## src/sv/vbvp_pkg.sv

```systemverilog
// shared types, codes and constants for the viewbox-to-viewport transform
package vbvp_pkg;

  localparam int unsigned WORD_W    = 32;
  localparam int unsigned FRAC_W    = 16;
  localparam int unsigned DIV_STEPS = 32;

  localparam logic [3:0] ALIGN_UNKNOWN  = 4'd0;
  localparam logic [3:0] ALIGN_NONE     = 4'd1;
  localparam logic [3:0] ALIGN_XMINYMIN = 4'd2;
  localparam logic [3:0] ALIGN_XMIDYMIN = 4'd3;
  localparam logic [3:0] ALIGN_XMAXYMIN = 4'd4;
  localparam logic [3:0] ALIGN_XMINYMID = 4'd5;
  localparam logic [3:0] ALIGN_XMIDYMID = 4'd6;
  localparam logic [3:0] ALIGN_XMAXYMID = 4'd7;
  localparam logic [3:0] ALIGN_XMINYMAX = 4'd8;
  localparam logic [3:0] ALIGN_XMIDYMAX = 4'd9;
  localparam logic [3:0] ALIGN_XMAXYMAX = 4'd10;

  localparam logic [1:0] MOS_MEET  = 2'd1;
  localparam logic [1:0] MOS_SLICE = 2'd2;

  typedef enum logic [1:0] {
    POS_MIN = 2'd0,
    POS_MID = 2'd1,
    POS_MAX = 2'd2
  } pos_t;

  typedef struct packed {
    logic [WORD_W-1:0] rem;
    logic [WORD_W-1:0] bits;
    logic [WORD_W-1:0] quo;
    logic [WORD_W-1:0] den;
    logic              sat;
  } div_stage_t;

  typedef struct packed {
    logic [WORD_W-1:0]        vpw;
    logic [WORD_W-1:0]        vph;
    logic signed [WORD_W-1:0] vbx;
    logic signed [WORD_W-1:0] vby;
    logic [WORD_W-1:0]        vbw;
    logic [WORD_W-1:0]        vbh;
    logic                     none;
    logic                     slice;
    pos_t                     xpos;
    pos_t                     ypos;
    logic                     err;
  } item_t;

  function automatic pos_t xpos_of(input logic [3:0] a);
    pos_t p;
    case (a)
      ALIGN_XMIDYMIN, ALIGN_XMIDYMID, ALIGN_XMIDYMAX: p = POS_MID;
      ALIGN_XMAXYMIN, ALIGN_XMAXYMID, ALIGN_XMAXYMAX: p = POS_MAX;
      default:                                        p = POS_MIN;
    endcase
    return p;
  endfunction

  function automatic pos_t ypos_of(input logic [3:0] a);
    pos_t p;
    case (a)
      ALIGN_XMINYMID, ALIGN_XMIDYMID, ALIGN_XMAXYMID: p = POS_MID;
      ALIGN_XMINYMAX, ALIGN_XMIDYMAX, ALIGN_XMAXYMAX: p = POS_MAX;
      default:                                        p = POS_MIN;
    endcase
    return p;
  endfunction

endpackage

```

## src/sv/vbvp_div.sv

```systemverilog
// pipelined restoring divider: saturated floor((num << 16) / den), one bit per stage
module vbvp_div (
  input  logic                        clk,
  input  logic                        en,
  input  logic [vbvp_pkg::WORD_W-1:0] num,
  input  logic [vbvp_pkg::WORD_W-1:0] den,
  output logic [vbvp_pkg::WORD_W-1:0] quo
);

  localparam int unsigned W = vbvp_pkg::WORD_W;
  localparam int unsigned F = vbvp_pkg::FRAC_W;
  localparam int unsigned N = vbvp_pkg::DIV_STEPS;

  vbvp_pkg::div_stage_t stg [0:N-1];
  vbvp_pkg::div_stage_t src [0:N-1];
  vbvp_pkg::div_stage_t stg_next [0:N-1];

  always_comb begin
    src[0].rem  = {{F{1'b0}}, num[W-1:F]};
    src[0].bits = {num[F-1:0], {(W-F){1'b0}}};
    src[0].quo  = '0;
    src[0].den  = den;
    src[0].sat  = ({{F{1'b0}}, num[W-1:F]} >= den);
    for (int i = 1; i < N; i++) begin
      src[i] = stg[i-1];
    end
  end

  always_comb begin
    logic [W:0] trial;
    logic       ge;
    for (int i = 0; i < N; i++) begin
      trial = {src[i].rem, src[i].bits[W-1]};
      ge    = (trial >= {1'b0, src[i].den});
      stg_next[i].rem  = ge ? W'(trial - {1'b0, src[i].den}) : trial[W-1:0];
      stg_next[i].bits = {src[i].bits[W-2:0], 1'b0};
      stg_next[i].quo  = {src[i].quo[W-2:0], ge};
      stg_next[i].den  = src[i].den;
      stg_next[i].sat  = src[i].sat;
    end
  end

  always_ff @(posedge clk) begin
    if (en) begin
      for (int i = 0; i < N; i++) begin
        stg[i] <= stg_next[i];
      end
    end
  end

  assign quo = stg[N-1].sat ? {W{1'b1}} : stg[N-1].quo;

endmodule
```

## config.mk

```make
export PLATFORM = sky130hd
export DESIGN_NAME = vbvp_div
export DESIGN_NICKNAME = d
export VERILOG_FILES = /design/src/sv/vbvp_pkg.sv /design/src/sv/vbvp_div.sv
export SDC_FILE = /design/constraint.sdc
export NUM_CORES = 2
export LEC_CHECK = 0
export BUFFER_PORTS_ARGS = -buffer_cell sky130_fd_sc_hd__buf_2
export CAP_MARGIN = 15
export CELL_PAD_IN_SITES_DETAIL_PLACEMENT = 1
export CELL_PAD_IN_SITES_GLOBAL_PLACEMENT = 2
export CORE_AREA = 2 2 540 542
export CTS_BUF_LIST = sky130_fd_sc_hd__clkbuf_8
export DETAILED_ROUTE_END_ITERATION = 7
export DIE_AREA = 0 0 542 544
export PLACE_DENSITY_LB_ADDON = 0.12
export SYNTH_ARGS = -nofsm -noshare
export SYNTH_HDL_FRONTEND = slang
export SYNTH_MEMORY_MAX_BITS = 65536
export SYNTH_SLANG_ARGS = --single-unit
```

## constraint.sdc

```tcl
create_clock -name clk -period 7.9 [get_ports clk]
set_clock_uncertainty 0.15 [all_clocks]
set_input_delay 1.58 -clock clk [delete_from_list [all_inputs] [get_ports clk]]
set_output_delay 1.58 -clock clk [all_outputs]
set_load 0.1 [all_outputs]
```

==> summary.md <==
| Metric | Value |
|---|---|
| DP Cell Count | `16100` |
| Count of cell types in the netlist | `92` |
| Buffers on Ports | `97` |
| Top FF cell, synth | `edfxtp_1` |
| Fin cells | `16900` |
| Post-cts resize count | `0` |
| GRT Residual Overflow | `0` |
| Final hold vios | `0` |
| Outcome | `finished clean` |
| Worst Setup End Kind | `register` |
| Clock power share | `18.8%` |
| Static Leakage | `64.2 nW` |
| Htree depth | `5` |
| Worst hold slack | `243 ps` |
| Later-pin clock latency in the skew report | `1090 ps` |
| Cells on worst reg2reg path | `13` |
| Worst vdd ir | `0.000268 V` |
| Worst path arrival time | `5740 ps` |
| Detailed placer's ending HPWL | `279000 um` |
| Comb pwr share | `45.6%` |
| Synth Register Bits | `2664` |
| Worst relative slew slack | `22.9%` |
| Pwr dens | `414 nW/um2` |
| # fillers | `30200` |
| Total CTS buffers | `451` |
| Clk slew on worst S/H paths | `60 ps` |
| GRT Overall Usage | `24.9%` |
| Sequential area share after synthesis | `55.6%` |
| Mapped Nets | `13600` |
| Max reg flops | `2664` |
| Share of post-route cells with drive strength above 1 | `9.26%` |
| Clock tree buffer depth | `4` |
| Total negative slack | `0 ps` |
| Initial DRC Count | `5955` |
| Wire per inst | `21.9 um` |
| Critical path class | `reg -> reg` |
| Yosys Warn Count | `0` |
| # DRC | `0` |
| Critical Path RT | `8560 ps` |
| Post-detailed-route via-to-cell ratio | `5.67` |
| Nets | `13900` |
| Largest net degree at the start of global routing | `171` |
| Synthesized area | `144000 um2` |
| Period utilisation layout | `64.3%` |
| Internal | `0.0395 W` |
| CTS Sinks | `2664` |
| Regs by FF count | `stg x2664` |
| IO Pins | `98` |
| Sw power | `0.0256 W` |
| Global-route wire length before repair | `580000 um` |
| DIE AREA | `295000 um2` |
| Setup bufs post-CTS | `0` |
| Row cnt | `198` |
| Startpoint Class | `register` |
| Hold Crit Depth | `0` |
| CTS tree | `done` |
| Placeable Area | `289000 um2` |
| Slew Limit Fails | `0` |
| Sw Ratio | `39.3%` |
| Post-synthesis area per instance | `11.5 um2` |
| Post-synth EDFFs | `2664` |
| Reg2reg setup slack | `2820 ps` |
| Starting Density | `49.7%` |
| Post-synthesis cell count | `12500` |
| Routed Antenna Nets | `0` |
| Die H | `544 um` |
| Worst min path class | `reg -> reg` |
| HP Start | `stg[1][679]` |
| Worst r2r dst | `stg[0][360]` |
| Worst Tran Pin Value | `1160 ps` |
| Final min period | `5080 ps` |
| Number of global-route vias before repair | `101000` |
| RePlAce Congestion | `0.898` |
| Max Cap Violations | `0` |
| Area Overhead vs Synth | `9.35%` |
| RSZ-0062 raised after global routing | `no` |
| # setup viols final | `0` |
| CTS root buf | `clkbuf_8` |
| Die W | `542 um` |
| DR vias | `96000` |
| Hold buffers post-CTS | `0` |
| Initial antenna violation count | `11` |
| DRT Pass-1 Iters | `5` |
| Largest register by flop count | `stg` |
| Worst-path maximum fanout | `33` |
| Hold Path Sink | `stg[1][808]` |
| Cell Area, Placed | `149000 um2` |
| Final instance area | `157000 um2` |
| R2r startpoint | `stg[0][130]` |
| Asr flop ratio synth | `0%` |
| Final WL | `371000 um` |
| Fmax | `0.197 GHz` |
| Sequential Power Share | `35.7%` |
[cell usage after synthesis, types with 148 or more instances]
cell	number	area, um2
edfxtp_1	2664	80000
inv_1	1248	4680
a21oi_1	1086	5440
ha_1	1024	12800
nand2_1	852	3200
o21ai_0	811	4060
nor2_1	664	2490
a21o_1	538	4040
xnor2_1	504	4410
xor2_1	340	2980
mux2_2	332	3740
clkbuf_1	270	1010
nand3_1	187	936
nand4_1	183	1140
nor2b_1	156	976
nand2b_1	148	926
[cells in the final DEF, fill, tap and decap left out, drive strengths merged, types with 20 or more instances in the layout]
cell type	instances
clkbuf	451
edfxtp	2664
a2111oi	20
a221oi	24
o211ai	34
nand2b	148
a21o	538
o21ai	826
clkinv	194
or2	64
a31oi	101
ha	1024
xor2	340
o21bai	118
o41ai	20
inv	1379
xnor2	504
o31a	38
nand3	187
and3	76
nand2	852
a31o	26
a21boi	39
and2	43
nor3	121
fa	31
mux2i	24
nor2b	156
or3	31
a21oi	1087
a211oi	79
nor2	664
nor4	44
nand4	183
buf	166
o21a	117
bufinv	30
o31ai	58
mux2	358
[routing by layer]
metal  track usage (%)  routed length [um]
met2              45.0              190000
met4              7.57               11100
met1              31.2              159000
met3              2.75               11100
met5                 0                  50
[worst max-delay path, stage by stage, from the launching register on]
cell      delay (ps)
edfxtp_1         400
inv_1             60
ha_1             300
nor2b_1          150
o31a_1           290
o311ai_0         700
a21oi_1          200
a211oi_1         610
o21ba_2          270
o311ai_1         190
o21ai_0          230
a22o_2           470
buf_4            400
mux2_2           380
[worst max-delay path by stage]
stage                startpoint     endpoint  slack, ps  depth (start not counted)
floorplan               num[15]  stg[0][100]       3080                         15
finish              stg[0][130]  stg[0][360]       2820                         13
detailed placement      num[15]  stg[0][114]       2160                         16
CTS                 stg[0][130]  stg[0][356]       2840                         13
global placement        num[15]   stg[0][98]       2160                         15
global route        stg[0][130]  stg[0][360]       2510                         13
[cells by family (layout without fill, tap and decap cells)]
family,after synthesis,after routing,share of synthesized area (%)
and+or+nand+nor,2644,2644,8.71
muxes,382,382,2.97
xor gates and xnor gates,844,844,5.14
buffers and inverters,1587,2236,4.19
other,0,11,0
AOI/OAI and AO/OA,3290,3290,14.1
adders and majority gates,1055,1055,9.33
DFF,2664,2664,55.6
[stage by stage]
step,util [%],power (W),setup WS (ps)
floorplan,-,0.0442,3080
global placement,51.4,0.0519,2160
detailed placement,51.4,0.0528,2160
CTS,54.4,0.0655,2840
global route,54.4,0.0696,2510
finish,54.4,0.0651,2820
[power by group through the flow]
stage / Sequential [W] / Clock [W] / Combinational, W
2_1_floorplan: 0.0219 / 0 / 0.0222
3_3_place_gp: 0.0235 / 0 / 0.0284
3_5_place_dp: 0.0235 / 0 / 0.0293
4_1_cts: 0.0233 / 0.0126 / 0.0296
5_1_grt: 0.0235 / 0.0132 / 0.0330
6_report: 0.0232 / 0.0122 / 0.0297
[final cells by class]
type                            count  area (um2)  share of cell area, %
Inverter                         1249        4690                   2.98
Timing Repair Buffer              166        1160                  0.735
Antenna cell                       11        27.5                 0.0175
Sequential cell                  2664       80000                   50.8
Tap cell                         3800        4750                   3.02
Clock inverter                    370        2520                   1.60
Multi-Input combinational cell   8215       58000                   36.9
Clock buffer                      451        6210                   3.94
Power figures use the tool's default switching activity.
